$ cat src/hdl/uahw_pkg.sv
package uahw_pkg;

    // Field widths of the archive stream and of the records.
    localparam int DATA_W   = 8;
    localparam int SIZE_W   = 36;
    localparam int SKIP_W   = 7;
    localparam int CODE_W   = 2;
    localparam int MAX_W    = 16;
    localparam int OFFSET_W = 9;

    // Header layout, counted in bytes from the start of a 512-byte block.
    localparam logic [OFFSET_W-1:0] OFF_NAME_END = OFFSET_W'(100);
    localparam logic [OFFSET_W-1:0] OFF_SIZE_LO  = OFFSET_W'(124);
    localparam logic [OFFSET_W-1:0] OFF_SIZE_HI  = OFFSET_W'(135);
    localparam logic [OFFSET_W-1:0] OFF_TYPE     = OFFSET_W'(156);
    localparam logic [OFFSET_W-1:0] OFF_MAGIC_LO = OFFSET_W'(257);
    localparam logic [OFFSET_W-1:0] OFF_MAGIC_HI = OFFSET_W'(261);
    localparam logic [OFFSET_W-1:0] OFF_LAST     = OFFSET_W'(511);

    localparam logic [SKIP_W-1:0]  STRIP_MAX    = SKIP_W'(100);
    localparam logic [MAX_W-1:0]   MAX_DATA_RST = MAX_W'(256);

    // Characters that the header scan looks for.
    localparam logic [DATA_W-1:0] CHAR_DOT   = 8'h2E;
    localparam logic [DATA_W-1:0] CHAR_SLASH = 8'h2F;
    localparam logic [DATA_W-1:0] CHAR_DIR   = 8'h35;
    localparam logic [DATA_W-1:0] CHAR_FILE  = 8'h30;
    localparam logic [4:0]        OCTAL_HI5  = 5'b00110;

    typedef enum logic [1:0] {
        PH_HEADER = 2'd0,
        PH_DATA   = 2'd1,
        PH_STOP   = 2'd2
    } t_phase;

    typedef enum logic [CODE_W-1:0] {
        KIND_ENTRY = 2'd0,
        KIND_DATA  = 2'd1,
        KIND_END   = 2'd2
    } t_kind;

    typedef enum logic [CODE_W-1:0] {
        ETYPE_OTHER = 2'd0,
        ETYPE_DIR   = 2'd1,
        ETYPE_FILE  = 2'd2
    } t_etype;

    // Expected magic character at a given position of "ustar".
    function automatic logic [DATA_W-1:0] magic_char(input logic [2:0] idx);
        logic [DATA_W-1:0] c;
        case (idx)
            3'd0:    c = 8'h75;
            3'd1:    c = 8'h73;
            3'd2:    c = 8'h74;
            3'd3:    c = 8'h61;
            3'd4:    c = 8'h72;
            default: c = '0;
        endcase
        return c;
    endfunction

endpackage

$ cat src/hdl/uahw_in_if.sv
interface uahw_in_if;
    logic                          valid;
    logic                          ready;
    logic [uahw_pkg::DATA_W-1:0]   data_in;
    logic                          last_in;

    modport source (output valid, output data_in, output last_in, input ready);
    modport sink   (input valid, input data_in, input last_in, output ready);
endinterface

$ cat src/hdl/uahw_out_if.sv
interface uahw_out_if;
    logic                          valid;
    logic                          ready;
    logic [uahw_pkg::CODE_W-1:0]   kind;
    logic [uahw_pkg::CODE_W-1:0]   entry_type;
    logic [uahw_pkg::SIZE_W-1:0]   entry_size;
    logic [uahw_pkg::SKIP_W-1:0]   name_skip;
    logic                          data_kept;
    logic [uahw_pkg::DATA_W-1:0]   payload;
    logic                          end_of_file;

    modport source (output valid, output kind, output entry_type, output entry_size,
                    output name_skip, output data_kept, output payload,
                    output end_of_file, input ready);
    modport sink   (input valid, input kind, input entry_type, input entry_size,
                    input name_skip, input data_kept, input payload,
                    input end_of_file, output ready);
endinterface

$ cat src/hdl/ustar_archive_header_walker.sv
// Walks a tar archive presented one byte per word and reports each 512-byte
// ustar header as an entry record (or an end record when a header is not
// valid), then forwards the data bytes of regular files no larger than
// max_data. The block takes one byte every clock cycle: a byte is captured
// in an input register, processed by one pass of counter and flag logic, and
// its record, if any, lands in the output register when the byte is
// processed. A waiting record does not stop the next byte from entering the
// input register; the stream stalls only when both registers are full and
// the output is not taken. After the byte marked last_in the walker starts
// over from the header of a new archive; max_data keeps its value.
module ustar_archive_header_walker (
    input  logic                          i_clk,
    input  logic                          i_rst_n,
    input  logic                          i_cfg_wr_en,
    input  logic [uahw_pkg::MAX_W-1:0]    i_cfg_wr_data,
    uahw_in_if.sink                       i_in,
    uahw_out_if.source                    o_out
);

    // Configuration register.
    logic [uahw_pkg::MAX_W-1:0] r_max_data;

    // Input register.
    logic                        r_in_valid;
    logic [uahw_pkg::DATA_W-1:0] r_data;
    logic                        r_last;

    // Walk state.
    uahw_pkg::t_phase              r_phase, n_phase;
    logic [uahw_pkg::OFFSET_W-1:0] r_off, n_off;
    logic [uahw_pkg::SIZE_W-1:0]   r_size, n_size;
    logic                          r_digits_done, n_digits_done;
    logic                          r_first_nz, n_first_nz;
    logic                          r_magic_ok, n_magic_ok;
    logic [uahw_pkg::DATA_W-1:0]   r_type, n_type;
    logic [uahw_pkg::SKIP_W-1:0]   r_strip, n_strip;
    logic                          r_stripping, n_stripping;
    logic [uahw_pkg::SIZE_W-1:0]   r_left, n_left;
    logic                          r_fwd, n_fwd;

    // Output register.
    logic                          r_out_valid;
    uahw_pkg::t_kind               r_kind, n_kind;
    uahw_pkg::t_etype              r_etype, n_etype;
    logic [uahw_pkg::SIZE_W-1:0]   r_esize, n_esize;
    logic [uahw_pkg::SKIP_W-1:0]   r_skip, n_skip;
    logic                          r_kept, n_kept;
    logic [uahw_pkg::DATA_W-1:0]   r_payload, n_payload;
    logic                          r_eof, n_eof;
    logic                          n_res;

    logic advance;
    logic proc;
    logic hdr_ok;
    logic hdr_end;
    logic data_done;

    logic                          strip_on;
    logic [uahw_pkg::SKIP_W-1:0]   strip_base;
    logic                          magic_base;
    logic [uahw_pkg::OFFSET_W-1:0] magic_idx;
    logic                          is_octal;
    logic                          size_fits;
    uahw_pkg::t_etype              etype;

    // Handshake: the output register moves when empty or taken.
    assign advance    = !r_out_valid || o_out.ready;
    assign proc       = r_in_valid && advance;
    assign i_in.ready = !r_in_valid || advance;

    assign hdr_ok    = r_first_nz && r_magic_ok;
    assign hdr_end   = (r_phase == uahw_pkg::PH_HEADER) && (r_off == uahw_pkg::OFF_LAST);
    assign is_octal  = (r_data[7:3] == uahw_pkg::OCTAL_HI5);
    assign magic_idx = r_off - uahw_pkg::OFF_MAGIC_LO;
    assign size_fits = (r_size[uahw_pkg::SIZE_W-1:uahw_pkg::MAX_W] == '0)
                    && (r_size[uahw_pkg::MAX_W-1:0] <= r_max_data);

    // Type code from the stored type byte.
    always_comb begin
        if (r_type == uahw_pkg::CHAR_DIR) begin
            etype = uahw_pkg::ETYPE_DIR;
        end else if (r_type == uahw_pkg::CHAR_FILE) begin
            etype = uahw_pkg::ETYPE_FILE;
        end else begin
            etype = uahw_pkg::ETYPE_OTHER;
        end
    end

    // Next phase of the walk.
    always_comb begin
        n_phase = r_phase;
        unique case (r_phase)
            uahw_pkg::PH_HEADER: begin
                if (r_off == uahw_pkg::OFF_LAST) begin
                    if (!hdr_ok) begin
                        n_phase = uahw_pkg::PH_STOP;
                    end else if (r_size != '0) begin
                        n_phase = uahw_pkg::PH_DATA;
                    end
                end
            end
            uahw_pkg::PH_DATA: begin
                if (data_done) begin
                    n_phase = uahw_pkg::PH_HEADER;
                end
            end
            uahw_pkg::PH_STOP: begin
                n_phase = uahw_pkg::PH_STOP;
            end
            default: begin
                n_phase = uahw_pkg::PH_HEADER;
            end
        endcase
    end

    // Header scan, data countdown and the record built from this byte.
    always_comb begin
        n_off         = r_off;
        n_size        = r_size;
        n_digits_done = r_digits_done;
        n_first_nz    = r_first_nz;
        n_magic_ok    = r_magic_ok;
        n_type        = r_type;
        n_strip       = r_strip;
        n_stripping   = r_stripping;
        n_left        = r_left;
        n_fwd         = r_fwd;
        data_done     = 1'b0;

        n_res     = 1'b0;
        n_kind    = uahw_pkg::KIND_ENTRY;
        n_etype   = uahw_pkg::ETYPE_OTHER;
        n_esize   = '0;
        n_skip    = '0;
        n_kept    = 1'b0;
        n_payload = '0;
        n_eof     = 1'b0;

        // A new header starts with fresh scan state.
        strip_on   = (r_off == '0) ? 1'b1 : r_stripping;
        strip_base = (r_off == '0) ? '0 : r_strip;
        magic_base = (r_off == '0) ? 1'b1 : r_magic_ok;

        if (r_phase == uahw_pkg::PH_HEADER) begin
            if (r_off == '0) begin
                n_size        = '0;
                n_digits_done = 1'b0;
                n_type        = '0;
                n_first_nz    = (r_data != '0);
            end
            n_strip     = strip_base;
            n_stripping = strip_on;
            n_magic_ok  = magic_base;

            // Leading run of dots and slashes in the name field.
            if (r_off < uahw_pkg::OFF_NAME_END && strip_on) begin
                if (r_data == uahw_pkg::CHAR_DOT || r_data == uahw_pkg::CHAR_SLASH) begin
                    if (strip_base < uahw_pkg::STRIP_MAX) begin
                        n_strip = strip_base + 1'b1;
                    end
                end else begin
                    n_stripping = 1'b0;
                end
            end

            // Octal size digits, up to the first non-octal byte.
            if (r_off >= uahw_pkg::OFF_SIZE_LO && r_off <= uahw_pkg::OFF_SIZE_HI
                    && !r_digits_done) begin
                if (is_octal) begin
                    n_size = {r_size[uahw_pkg::SIZE_W-4:0], r_data[2:0]};
                end else begin
                    n_digits_done = 1'b1;
                end
            end

            if (r_off == uahw_pkg::OFF_TYPE) begin
                n_type = r_data;
            end

            if (r_off >= uahw_pkg::OFF_MAGIC_LO && r_off <= uahw_pkg::OFF_MAGIC_HI
                    && r_data != uahw_pkg::magic_char(magic_idx[2:0])) begin
                n_magic_ok = 1'b0;
            end

            n_off = r_off + 1'b1;

            // Last header byte: report the entry or the end of the archive.
            if (hdr_end) begin
                n_res = 1'b1;
                if (hdr_ok) begin
                    n_kind  = uahw_pkg::KIND_ENTRY;
                    n_etype = etype;
                    n_esize = r_size;
                    n_skip  = r_strip;
                    n_kept  = (etype == uahw_pkg::ETYPE_FILE) && (r_size != '0) && size_fits;
                    n_left  = r_size;
                    n_fwd   = n_kept;
                end else begin
                    n_kind = uahw_pkg::KIND_END;
                end
            end
        end else if (r_phase == uahw_pkg::PH_DATA) begin
            if (r_left != '0) begin
                if (r_fwd) begin
                    n_res     = 1'b1;
                    n_kind    = uahw_pkg::KIND_DATA;
                    n_payload = r_data;
                    n_eof     = (r_left == uahw_pkg::SIZE_W'(1));
                end
                n_left = r_left - 1'b1;
            end
            n_off = r_off + 1'b1;
            if (n_left == '0 && n_off == '0) begin
                data_done = 1'b1;
                n_fwd     = 1'b0;
            end
        end
    end

    // Configuration register.
    always_ff @(posedge i_clk) begin
        if (!i_rst_n) begin
            r_max_data <= uahw_pkg::MAX_DATA_RST;
        end else if (i_cfg_wr_en) begin
            r_max_data <= i_cfg_wr_data;
        end
    end

    // Input register.
    always_ff @(posedge i_clk) begin
        if (!i_rst_n) begin
            r_in_valid <= 1'b0;
        end else if (i_in.ready) begin
            r_in_valid <= i_in.valid;
        end
    end

    always_ff @(posedge i_clk) begin
        if (i_in.ready && i_in.valid) begin
            r_data <= i_in.data_in;
            r_last <= i_in.last_in;
        end
    end

    // Walk state; the marked last byte sends the walker back to its start.
    always_ff @(posedge i_clk) begin
        if (!i_rst_n || (proc && r_last)) begin
            r_phase       <= uahw_pkg::PH_HEADER;
            r_off         <= '0;
            r_size        <= '0;
            r_digits_done <= 1'b0;
            r_first_nz    <= 1'b0;
            r_magic_ok    <= 1'b0;
            r_type        <= '0;
            r_strip       <= '0;
            r_stripping   <= 1'b1;
            r_left        <= '0;
            r_fwd         <= 1'b0;
        end else if (proc) begin
            r_phase       <= n_phase;
            r_off         <= n_off;
            r_size        <= n_size;
            r_digits_done <= n_digits_done;
            r_first_nz    <= n_first_nz;
            r_magic_ok    <= n_magic_ok;
            r_type        <= n_type;
            r_strip       <= n_strip;
            r_stripping   <= n_stripping;
            r_left        <= n_left;
            r_fwd         <= n_fwd;
        end
    end

    // Output register.
    always_ff @(posedge i_clk) begin
        if (!i_rst_n) begin
            r_out_valid <= 1'b0;
        end else if (advance) begin
            r_out_valid <= proc && n_res;
        end
    end

    always_ff @(posedge i_clk) begin
        if (proc && n_res) begin
            r_kind    <= n_kind;
            r_etype   <= n_etype;
            r_esize   <= n_esize;
            r_skip    <= n_skip;
            r_kept    <= n_kept;
            r_payload <= n_payload;
            r_eof     <= n_eof;
        end
    end

    assign o_out.valid       = r_out_valid;
    assign o_out.kind        = r_kind;
    assign o_out.entry_type  = r_etype;
    assign o_out.entry_size  = r_esize;
    assign o_out.name_skip   = r_skip;
    assign o_out.data_kept   = r_kept;
    assign o_out.payload     = r_payload;
    assign o_out.end_of_file = r_eof;

endmodule

$ cat src/flat_wrapper.sv
// flat-port wrapper written by rule: the top's interface ports become plain ports
module ustar_archive_header_walker_flat 
  (i_clk, i_rst_n, i_cfg_wr_en, i_cfg_wr_data, i_in_valid, i_in_data_in, i_in_last_in, i_in_ready, o_out_valid, o_out_kind, o_out_entry_type, o_out_entry_size, o_out_name_skip, o_out_data_kept, o_out_payload, o_out_end_of_file, o_out_ready);
  uahw_in_if i_in_i ();
  uahw_out_if o_out_i ();
  input  logic i_clk;
  input  logic i_rst_n;
  input  logic i_cfg_wr_en;
  input  logic [uahw_pkg::MAX_W-1:0] i_cfg_wr_data;
  input wire logic [$bits(i_in_i.valid)-1:0] i_in_valid;
  input wire logic [$bits(i_in_i.data_in)-1:0] i_in_data_in;
  input wire logic [$bits(i_in_i.last_in)-1:0] i_in_last_in;
  output wire logic [$bits(i_in_i.ready)-1:0] i_in_ready;
  output wire logic [$bits(o_out_i.valid)-1:0] o_out_valid;
  output wire logic [$bits(o_out_i.kind)-1:0] o_out_kind;
  output wire logic [$bits(o_out_i.entry_type)-1:0] o_out_entry_type;
  output wire logic [$bits(o_out_i.entry_size)-1:0] o_out_entry_size;
  output wire logic [$bits(o_out_i.name_skip)-1:0] o_out_name_skip;
  output wire logic [$bits(o_out_i.data_kept)-1:0] o_out_data_kept;
  output wire logic [$bits(o_out_i.payload)-1:0] o_out_payload;
  output wire logic [$bits(o_out_i.end_of_file)-1:0] o_out_end_of_file;
  input wire logic [$bits(o_out_i.ready)-1:0] o_out_ready;
  assign i_in_i.valid = i_in_valid;
  assign i_in_i.data_in = i_in_data_in;
  assign i_in_i.last_in = i_in_last_in;
  assign i_in_ready = i_in_i.ready;
  assign o_out_valid = o_out_i.valid;
  assign o_out_kind = o_out_i.kind;
  assign o_out_entry_type = o_out_i.entry_type;
  assign o_out_entry_size = o_out_i.entry_size;
  assign o_out_name_skip = o_out_i.name_skip;
  assign o_out_data_kept = o_out_i.data_kept;
  assign o_out_payload = o_out_i.payload;
  assign o_out_end_of_file = o_out_i.end_of_file;
  assign o_out_i.ready = o_out_ready;
  ustar_archive_header_walker u_core (.i_clk(i_clk), .i_rst_n(i_rst_n), .i_cfg_wr_en(i_cfg_wr_en), .i_cfg_wr_data(i_cfg_wr_data), .i_in(i_in_i), .o_out(o_out_i));
endmodule
$ cat config.mk
export PLATFORM = sky130hd
export DESIGN_NAME = ustar_archive_header_walker_flat
export DESIGN_NICKNAME = d
export VERILOG_FILES = /design/src/hdl/uahw_pkg.sv /design/src/hdl/uahw_in_if.sv /design/src/hdl/uahw_out_if.sv /design/src/hdl/ustar_archive_header_walker.sv /design/src/flat_wrapper.sv
export SDC_FILE = /design/constraint.sdc
export NUM_CORES = 1
export LEC_CHECK = 0
export BUFFER_PORTS_ARGS = -buffer_cell sky130_fd_sc_hd__buf_2
export CAP_MARGIN = 10
export CORE_UTILIZATION = 30
export DETAILED_ROUTE_END_ITERATION = 10
export RECOVER_POWER = 50
export SLEW_MARGIN = 20
export SYNTH_ARGS = -nofsm -noshare
export SYNTH_HDL_FRONTEND = slang
export SYNTH_SLANG_ARGS = --single-unit
$ cat constraint.sdc
create_clock -name i_clk -period 4.56 [get_ports i_clk]
set_clock_uncertainty 0.05 [all_clocks]
set_input_delay 0 -clock i_clk [delete_from_list [all_inputs] [get_ports i_clk]]
set_output_delay 0 -clock i_clk [all_outputs]
set_load 0.05 [all_outputs]
==> results of run 1 <==
logic make-up (layout without fill, tap and decap cells):
kind of cell / count (synthesis) / in the layout / share of synthesized area [%]
mux: 17 / 17 / 1.79
buf+inv: 94 / 201 / 3.72
compound gates: 234 / 234 / 15.2
flops: 187 / 187 / 46.2
xor+xnor: 25 / 25 / 2.30
fa+ha+maj: 30 / 30 / 3.94
simple gates: 498 / 498 / 26.8
power by group through the flow:
stage	Clock, mW	Combinational [mW]	Sequential (mW)
final	1.48	0.164	1.75
after global placement	0	0.132	1.79
after CTS	1.51	0.164	1.75
after floorplan	0	0.0966	1.78
after detailed placement	0	0.134	1.79
after global routing	1.57	0.182	1.76
registers in the layout, summed over array words and instances (netlist names), 7 cells and up:
signal / cells
u_core.o_out.payload: 8
u_core.r_type: 8
u_core.r_off: 9
u_core.r_strip: 7
u_core.r_left: 36
u_core.r_max_data: 16
u_core.o_out.entry_size: 36
u_core.r_data: 8
u_core.o_out.name_skip: 7
u_core.r_size: 36
metal layers:
layer	track usage, %	wire, um	vias to the layer above
met1	23.6	13300	4009
met4	5.23	382	0
met3	3.03	1560	20
met2	25.4	11700	229
li1	-	-	4124
met5	0	0	-
layout make-up:
| cell class | count | share of cell area, % |
|---|---|---|
| clock buffers | 17 | 3.78 |
| repair buffers | 145 | 7.98 |
| well taps | 396 | 4.40 |
| clock inverters | 15 | 1.39 |
| inverters | 24 | 0.800 |
| multi-input cells | 804 | 42.6 |
| flip-flops and latches | 187 | 39.1 |
worst max-delay path, delay by kind of cell (launching register included):
| family | cells | cell delay, ns |
|---|---|---|
| compound gates | 2 | 0.54 |
| fa+ha+maj | 1 | 0.20 |
| buf+inv | 3 | 1.03 |
| flops | 1 | 0.38 |
| simple gates | 5 | 1.97 |
layout by cell type (no fill, tap or decap), drive strengths merged, types with 6 or more instances in the layout:
| cell type | synthesis | routed |
|---|---|---|
| dfxtp | 121 | 121 |
| nand2 | 120 | 120 |
| nor2 | 91 | 91 |
| a21oi | 84 | 84 |
| clkbuf | 62 | 79 |
| nand3 | 71 | 71 |
| edfxtp | 66 | 66 |
| and2 | 57 | 57 |
| dlygate4sd3 | 0 | 46 |
| o21ai | 46 | 46 |
| buf | 8 | 37 |
| ha | 30 | 30 |
| inv | 24 | 30 |
| nor3 | 29 | 29 |
| nor4 | 28 | 28 |
| nor2b | 27 | 27 |
| mux2i | 17 | 17 |
| xnor2 | 15 | 15 |
| a211oi | 15 | 15 |
| nand4 | 14 | 14 |
| a31oi | 12 | 12 |
| and3 | 11 | 11 |
| a22oi | 11 | 11 |
| xor2 | 10 | 10 |
| o22ai | 10 | 10 |
| o21a | 10 | 10 |
| or4 | 10 | 10 |
| or3 | 8 | 8 |
| o31ai | 8 | 8 |
| nand2b | 7 | 7 |
| clkinv | 0 | 7 |
| o211ai | 6 | 6 |
through the flow:
| stage | setup slack [ns] | hold WS (ns) | std cells | total power [mW] | area, sq um |
|---|---|---|---|---|---|
| 2_1_floorplan | 0.110 | 0.0489 | 1085 | 1.88 | 9530 |
| 3_3_place_gp | 0.854 | 0.128 | 1510 | 1.92 | 10300 |
| 3_5_place_dp | 0.814 | 0.131 | 1510 | 1.93 | 10300 |
| 4_1_cts | 0.328 | 0.0628 | 1588 | 3.42 | 11400 |
| 5_1_grt | 0.0841 | 0.143 | 1588 | 3.51 | 11300 |
| 6_report | 0.257 | 0.0652 | 1588 | 3.39 | 11300 |
worst max path at each step:
stage                                                 endpoint  cells past startpoint
after floorplan           u_core.o_out.data_kept$_SDFFCE_PN0P_                      9
after global placement               u_core.r_fwd$_SDFFE_PP0P_                      9
after detailed placement             u_core.r_fwd$_SDFFE_PP0P_                      9
after CTS                      u_core.o_out.valid$_SDFFE_PN0P_                     11
after global routing           u_core.o_out.valid$_SDFFE_PN0P_                     11
final                          u_core.o_out.valid$_SDFFE_PN0P_                     11
repair_timing:
| item | CTS | global route |
|---|---|---|
| buffers inserted | 0 | 0 |
| hold endpoints to repair | 27 | 0 |
| hold buffers | 46 | 0 |
==> impl_metrics.json, run 1 <==
{
  "status": "finished, violations left",
  "violations": "max-capacitance violations, max-slew violations",
  "netSwitchingPower_uw": 855,
  "fmax_mhz": 232,
  "cts_buffer_depth": 2,
  "grt_pass1_wl_um": 43200,
  "cp.required_ns": 4.84,
  "synth_common_cells": "dfxtp_1, nand2_1, nor2_1",
  "hold_path_startpoint": "i_rst_n",
  "area_growth_pct": 18.2,
  "place.gp.congestion": 0.901,
  "startpoint_type": "register",
  "critPathKind": "register to register",
  "power_frac_seq_pct": 51.7,
  "whs_path_depth": 3,
  "slowest_stage": "or4_4",
  "slew_headroom_pct": -90.2,
  "grt_usage_pct": 16.6,
  "comb_power_share_pct": 4.8,
  "grt_pass1_vias": 7872,
  "wl_um": 27000,
  "cts_max_level": 4,
  "worstSetupStartpoint": "u_core.r_left[0]$_SDFFE_PP0P_",
  "crit_path_end_kind": "register",
  "min_to": "u_core.r_phase[0]$_SDFFE_PP0P_",
  "drtIter0Drc": 608,
  "worst_slew_pin_slew_ns": 2.85,
  "slowest_delay_ns": 0.56,
  "ys.flop_type": "dfxtp_1",
  "path_max_fanout": 54,
  "port_buffers": 88,
  "ant_nets": 0,
  "syn_area_sq_um": 9530,
  "ys_seq_area_share_pct": 46.2,
  "hold_class": "input pin to register",
  "place_hpwl_um": 18400,
  "final_max_slew_viol_count": 144,
  "remaining_drc_errors": 0,
  "numCtsBuffers": 17,
  "num_rows": 64,
  "grt_max_degree": 57,
  "synth.avg_cell_area_sq_um": 8.78,
  "die_area_sq_um": 32500,
  "num_vias": 8382,
  "rsz0062_at_grt": "false",
  "final.fill_count": 3203,
  "r2r_cells": 11,
  "synth_top_area_share_pct": 25.4,
  "fin_util_pct": 36.4,
  "die_x_um": 180,
  "nets": 1239,
  "cts_root_buffer": "clkbuf_16",
  "timing.final.hold_violations": 0,
  "fp.dieH_um": 180,
  "antenna_found_initial": 0,
  "cts.repair.resized": 0,
  "synth_cell_types": 63,
  "path_cells": "inv_1 > ha_1 > or3b_2 > or4_1 > or4_4 > and3_1 > a21oi_1 > nor2_4 > buf_4 > o21a_1 > dlygate4sd3_1",
  "setup_violations": 0,
  "synth_cells": 1085,
  "yosysMostFrequentCell": "dfxtp_1",
  "cap_violations": 3,
  "yosys-top-cells-area": "dfxtp_1, edfxtp_1, nand2_1",
  "io-pin-count": 89,
  "diodes": 0,
  "synth_top_area_cell": "dfxtp_1",
  "clockPowerShare_pct": 43.5,
  "start_util_pct": 30.8,
  "avgViaCountPerCell": 5.28,
  "synthArstFlopShare_pct": 0,
  "critPathArrivalTime_ns": 4.58,
  "power.density_nw_per_um2": 301,
  "tns_ns": 0,
  "multi_input_area_sq_um": 4790,
  "swShare_pct": 25.2,
  "finalCritPeriodShare_pct": 94.4,
  "grt_overflow": 0,
  "p_int_mw": 2.54,
  "drive_above_1_share_pct": 7.47,
  "reg2reg_from": "u_core.r_left[0]$_SDFFE_PP0P_",
  "r2r-end": "u_core.o_out.valid$_SDFFE_PN0P_",
  "cts_tree": "built",
  "wl_per_cell_um": 17.0,
  "synth-warning-count": 0,
  "fin_crit_ns": 4.30,
  "power.leakage_nw": 4.10,
  "syn_nets": 1145,
  "ys_ff_latch": 187,
  "vdd_ir_drop_max_mv": 0.249,
  "first_pass_iters": 5,
  "clock_latency_ns": 0.45,
  "core_area_sq_um": 30900,
  "r2r_slack_ns": 0.26,
  "register_area_sq_um": 4400,
  "cts_sinks": 187,
  "synth_edf_count": 66,
  "cts.clk_slew.worst_paths_ns": 0.08
}
No activity file was read; power rests on OpenSTA's default activity.
==> run 2: changes to the inputs <==
- clock period: 4.56 -> 4.35 ns (I/O delays scaled with it)
==> impl_metrics.json, run 2 (synthesis gave the netlist of run 1 again) <==
{
  "status": "finished, violations left",
  "violations": "max-capacitance violations, max-slew violations",
  "fp.dieH_um": 180,
  "grt_max_degree": 54,
  "first_pass_iters": 5,
  "worst_slew_pin_slew_ns": 1.55,
  "cts_root_buffer": "clkbuf_16",
  "ant_nets": 0,
  "finalCritPeriodShare_pct": 88.7,
  "remaining_drc_errors": 0,
  "grt_overflow": 0,
  "hold_class": "input pin to register",
  "grt_pass1_wl_um": 43000,
  "setup_violations": 0,
  "port_buffers": 88,
  "design_area_sq_um": 11300,
  "tns_ns": 0,
  "crit_path_end_kind": "register",
  "die_x_um": 180,
  "post_dp_cell_area_sq_um": 10300,
  "fin_util_pct": 36.5,
  "drtIter0Drc": 588,
  "final_max_slew_viol_count": 77,
  "grt_pass1_vias": 7751,
  "cts_sinks": 187,
  "grt_usage_pct": 16.7,
  "power.leakage_nw": 4.12,
  "fin_crit_ns": 3.86,
  "pre_cts_slack_ns": 0.644,
  "critPathKind": "register to register",
  "num_rows": 64,
  "io-pin-count": 89,
  "rsz0062_at_grt": "false",
  "wl_um": 27200,
  "slew_headroom_pct": -3.35,
  "final_common_cell": "dfxtp_1",
  "core_area_sq_um": 30900,
  "place_hpwl_um": 18900,
  "mostFrequentLayoutCells": "dfxtp_1, nand2_1, nor2_1",
  "path_max_fanout": 21,
  "cts_buffer_depth": 2,
  "avgViaCountPerCell": 5.25,
  "wl_per_cell_um": 17.1,
  "crit_top_cell": "or4_4",
  "cts.clk_slew.worst_paths_ns": 0.08,
  "slowest_stage": "or4_4",
  "cp.required_ns": 4.63,
  "num_vias": 8354,
  "cts_tree": "built",
  "vdd_ir_drop_max_mv": 0.253,
  "nets": 1241,
  "cts_max_level": 4,
  "drive_above_1_share_pct": 7.54,
  "clock_latency_ns": 0.44,
  "cap_violations": 3,
  "startpoint_type": "register",
  "path_cells": "inv_1 > ha_1 > or3b_2 > or4_4 > or4_4 > and3_1 > a21oi_1 > nor2_4 > o21a_1 > dlygate4sd3_1",
  "start_util_pct": 30.8,
  "critPathArrivalTime_ns": 4.14,
  "register_area_sq_um": 4400,
  "die_area_sq_um": 32500,
  "power.density_nw_per_um2": 319,
  "fmax_mhz": 259,
  "numCtsBuffers": 17,
  "timing.final.hold_violations": 0,
  "multi_input_area_sq_um": 4790,
  "final.fill_count": 3171,
  "cts.repair.resized": 0,
  "antenna_found_initial": 4,
  "area_growth_pct": 18.5,
  "slowest_delay_ns": 0.55,
  "place.gp.congestion": 0.909,
  "worst_slack_ns": 0.491
}
## run 2: changes by cell type in the layout (fill, tap and decap cells not counted), sizes merged
| cell | before | now |
|---|---|---|
| buf | 37 | 39 |
| clkinv | 7 | 6 |
| diode | 0 | 1 |
| inv | 30 | 31 |
## run 2: power breakdown
group          switching, mW  internal (mW)  total (mW)  leakage (nW)
clock                  0.810          0.778        1.59         0.285
sequential            0.0209           1.82        1.84          1.73
combinational         0.0946         0.0778       0.172          2.10
total                  0.926           2.67        3.60          4.12
## run 2: metal layers
layer | global-route usage, % | share of wire [%] | vias to the layer above
met2 | 25.4 | 44 | 240
met4 | 5.40 | 1.7 | 0
li1 | - | - | 4119
met3 | 2.89 | 5.8 | 28
met1 | 23.9 | 49 | 3967
met5 | 0 | 0 | -
## run 2: path summary, 6_finish.rpt
kind	startpoint	to	slack, ns	cells after the start
max	u_core.r_left[0]$_SDFFE_PP0P_	u_core.o_out.valid$_SDFFE_PN0P_	0.49	10
min	i_rst_n	u_core.r_phase[0]$_SDFFE_PP0P_	0.05	3
max reg2reg	u_core.r_left[0]$_SDFFE_PP0P_	u_core.o_out.valid$_SDFFE_PN0P_	0.49	10
min reg2reg	u_core.r_type[6]$_SDFFE_PP0P_	u_core.r_type[6]$_SDFFE_PP0P_	0.42	2
## run 2: cell type report
type | instances | area share [%]
well taps | 396 | 4.39
inverters | 24 | 0.798
flip-flops and latches | 187 | 39.0
multi-input cells | 804 | 42.4
repair buffers | 147 | 8.09
clock buffers | 17 | 3.77
clock inverters | 15 | 1.52
diodes | 1 | 0.0222
## run 2: repair_timing
| item | in CTS | in global routing |
|---|---|---|
| hold buffers | 46 | 0 |
| setup buffers | 0 | 0 |
| endpoints found under the hold margin | 27 | 0 |
| endpoints found under the setup margin | 0 | 0 |
## run 2: critical path: cells and delay by family (launching register included)
kind / cells / cell delay (ns)
AOI/OAI and AO/OA: 2 / 0.46
adders and majority gates: 1 / 0.21
buffers and inverters: 2 / 0.67
DFF: 1 / 0.38
and+or+nand+nor: 5 / 1.98
## run 2: metrics by stage
step | hold slack, ns | std cells | power [mW]
finish | 0.0509 | 1591 | 3.60
global route | 0.0703 | 1590 | 3.71
CTS | 0.0633 | 1590 | 3.62
detailed placement | 0.128 | 1512 | 2.02
global placement | 0.127 | 1512 | 2.02
floorplan | 0.0489 | 1085 | 1.97
==> run 3: changes to the inputs <==
- REMOVE_ABC_BUFFERS: unset -> 1
==> impl_metrics.json, run 3 (synthesis gave the netlist of run 1 again) <==
{
  "cts_tree": "built",
  "crit_path_end": "u_core.o_out.valid$_SDFFE_PN0P_",
  "crit_path_end_kind": "register",
  "p_int_mw": 2.70,
  "clock_latency_ns": 0.44,
  "power.density_nw_per_um2": 317,
  "r2r_cells": 8,
  "violations": "max-capacitance violations, max-slew violations",
  "r2r_slack_ns": 0.44,
  "path_depth": 8,
  "grt_pass1_vias": 7904,
  "reg2reg_from": "u_core.r_left[22]$_SDFFE_PP0P_",
  "netSwitchingPower_uw": 886,
  "grt_usage_pct": 16.4,
  "critPathArrivalTime_ns": 4.19,
  "core_area_sq_um": 30900,
  "area_growth_pct": 18.9,
  "busiest_layer": "met2",
  "fp.dieH_um": 180,
  "remaining_drc_errors": 0,
  "drive_above_1_share_pct": 7.76,
  "antenna_found_initial": 0,
  "io-pin-count": 89,
  "cp.required_ns": 4.63,
  "fin_crit_ns": 3.91,
  "wl_per_cell_um": 16.7,
  "critPathBufInv": 1,
  "critPathKind": "register to register",
  "r2r-end": "u_core.o_out.valid$_SDFFE_PN0P_",
  "avgViaCountPerCell": 5.30,
  "die_x_um": 180,
  "status": "finished, violations left",
  "slew_headroom_pct": -11.9,
  "startpoint_type": "register",
  "hold_class": "input pin to register",
  "vdd_ir_drop_max_mv": 0.212,
  "critPathTopFamily": "simple AND/OR/NAND/NOR gates",
  "slowest_delay_ns": 0.66,
  "cts_sinks": 187,
  "cap_violations": 2,
  "fmax_mhz": 256,
  "slowest_stage": "or4_1",
  "cts.clk_slew.worst_paths_ns": 0.07,
  "place_hpwl_um": 18300,
  "num_vias": 8452,
  "crit_top_cell": "or4_4",
  "met1_usage_pct": 22.6,
  "cts_buffer_depth": 2,
  "wl_um": 26600,
  "post_dp_cell_area_sq_um": 10300,
  "gr-usage-met3_pct": 3.33,
  "die_area_sq_um": 32500,
  "mostFrequentLayoutCells": "dfxtp_1, nand2_1, nor2_1",
  "setup_violations": 0,
  "path_cells": "or4_1 > or4_4 > or4_4 > and3_1 > a21oi_1 > nor2_4 > o21a_1 > dlygate4sd3_1",
  "port_buffers": 88,
  "cts_root_buffer": "clkbuf_16",
  "nets": 1246,
  "grt_max_degree": 53,
  "power_frac_seq_pct": 51.3,
  "timing.final.hold_violations": 0,
  "worstSetupStartpoint": "u_core.r_left[22]$_SDFFE_PP0P_",
  "place.gp.congestion": 0.917,
  "ant_nets": 0,
  "power_mw": 3.59,
  "design_area_sq_um": 11300,
  "swShare_pct": 24.7,
  "worst_slew_pin_slew_ns": 1.67,
  "num_rows": 64,
  "first_pass_iters": 6,
  "clockPowerShare_pct": 43.9,
  "final_max_slew_viol_count": 91,
  "finalCritPeriodShare_pct": 89.9,
  "numCtsBuffers": 17,
  "path_max_fanout": 19,
  "grt_pass1_wl_um": 42500,
  "power.leakage_nw": 4.17,
  "start_util_pct": 30.8,
  "use_met2_pct": 25.5,
  "drtIter0Drc": 664,
  "comb_power_share_pct": 4.8,
  "final_common_cell": "dfxtp_1",
  "grt_overflow": 0,
  "cts_max_level": 4,
  "diodes": 0,
  "rsz0062_at_grt": "false"
}
[run 3: cell type report]
cell class | count | area [sq um]
clock buffers | 18 | 450
clock inverters | 14 | 148
fillers | 3189 | 19600
inverters | 24 | 90.1
multi-input cells | 804 | 4780
flip-flops and latches | 187 | 4400
well taps | 396 | 495
repair buffers | 152 | 957
[run 3: routing by layer]
layer	routed length, um	vias up	share of wire [%]
met3	1500	18	5.6
met5	0	-	0
met2	12000	279	45
met4	292	0	1.1
met1	12800	4036	48
li1	-	4119	-
[run 3: power by group through the flow]
stage | sequential (mW) | clock [mW] | combinational [mW]
3_5_place_dp | 1.88 | 0 | 0.141
6_report | 1.84 | 1.57 | 0.174
2_1_floorplan | 1.87 | 0 | 0.0891
4_1_cts | 1.84 | 1.61 | 0.173
5_1_grt | 1.84 | 1.69 | 0.192
3_3_place_gp | 1.88 | 0 | 0.138
[run 3: timing repair]
item / 4_1_cts / 5_1_grt
endpoints found under the setup margin: 0 / 0
hold buffers: 47 / 0
setup buffers: 0 / 0
endpoints found under the hold margin: 27 / 0
resized for setup: 0 / 0
[run 3: worst min path at each step]
stage	cells after the start	end	from	slack, ns
finish	3	u_core.r_phase[0]$_SDFFE_PP0P_	i_rst_n	0.10
global route	3	u_core.r_phase[0]$_SDFFE_PP0P_	i_rst_n	0.18
CTS	3	u_core.r_phase[0]$_SDFFE_PP0P_	i_rst_n	0.08
detailed placement	1	u_core.r_data[2]$_DFFE_PP_	i_in_data_in[2]	0.13
global placement	1	u_core.r_data[4]$_DFFE_PP_	i_in_data_in[4]	0.13
floorplan	1	u_core.r_max_data[8]$_SDFFE_PN1P_	i_rst_n	0.05
[run 3: through the flow]
| stage | worst slack, ns | std cells | utilization [%] | hold slack, ns | setup TNS (ns) |
|---|---|---|---|---|---|
| after floorplan | -0.550 | 1015 | - | 0.0486 | -31.67 |
| after global placement | 0.688 | 1516 | 33.5 | 0.128 | 0 |
| after detailed placement | 0.598 | 1516 | 33.5 | 0.128 | 0 |
| after CTS | 0.448 | 1595 | 36.9 | 0.0842 | 0 |
| after global routing | 0.0746 | 1595 | 36.6 | 0.178 | 0 |
| final | 0.439 | 1595 | 36.6 | 0.103 | 0 |
[run 3: worst reg2reg max path: stages (launching register included)]
cell and delay (ns):
dfxtp_1 0.39, or4_1 0.66, or4_4 0.59, or4_4 0.55, and3_1 0.38, a21oi_1 0.27
nor2_4 0.16, o21a_1 0.21, dlygate4sd3_1 0.54
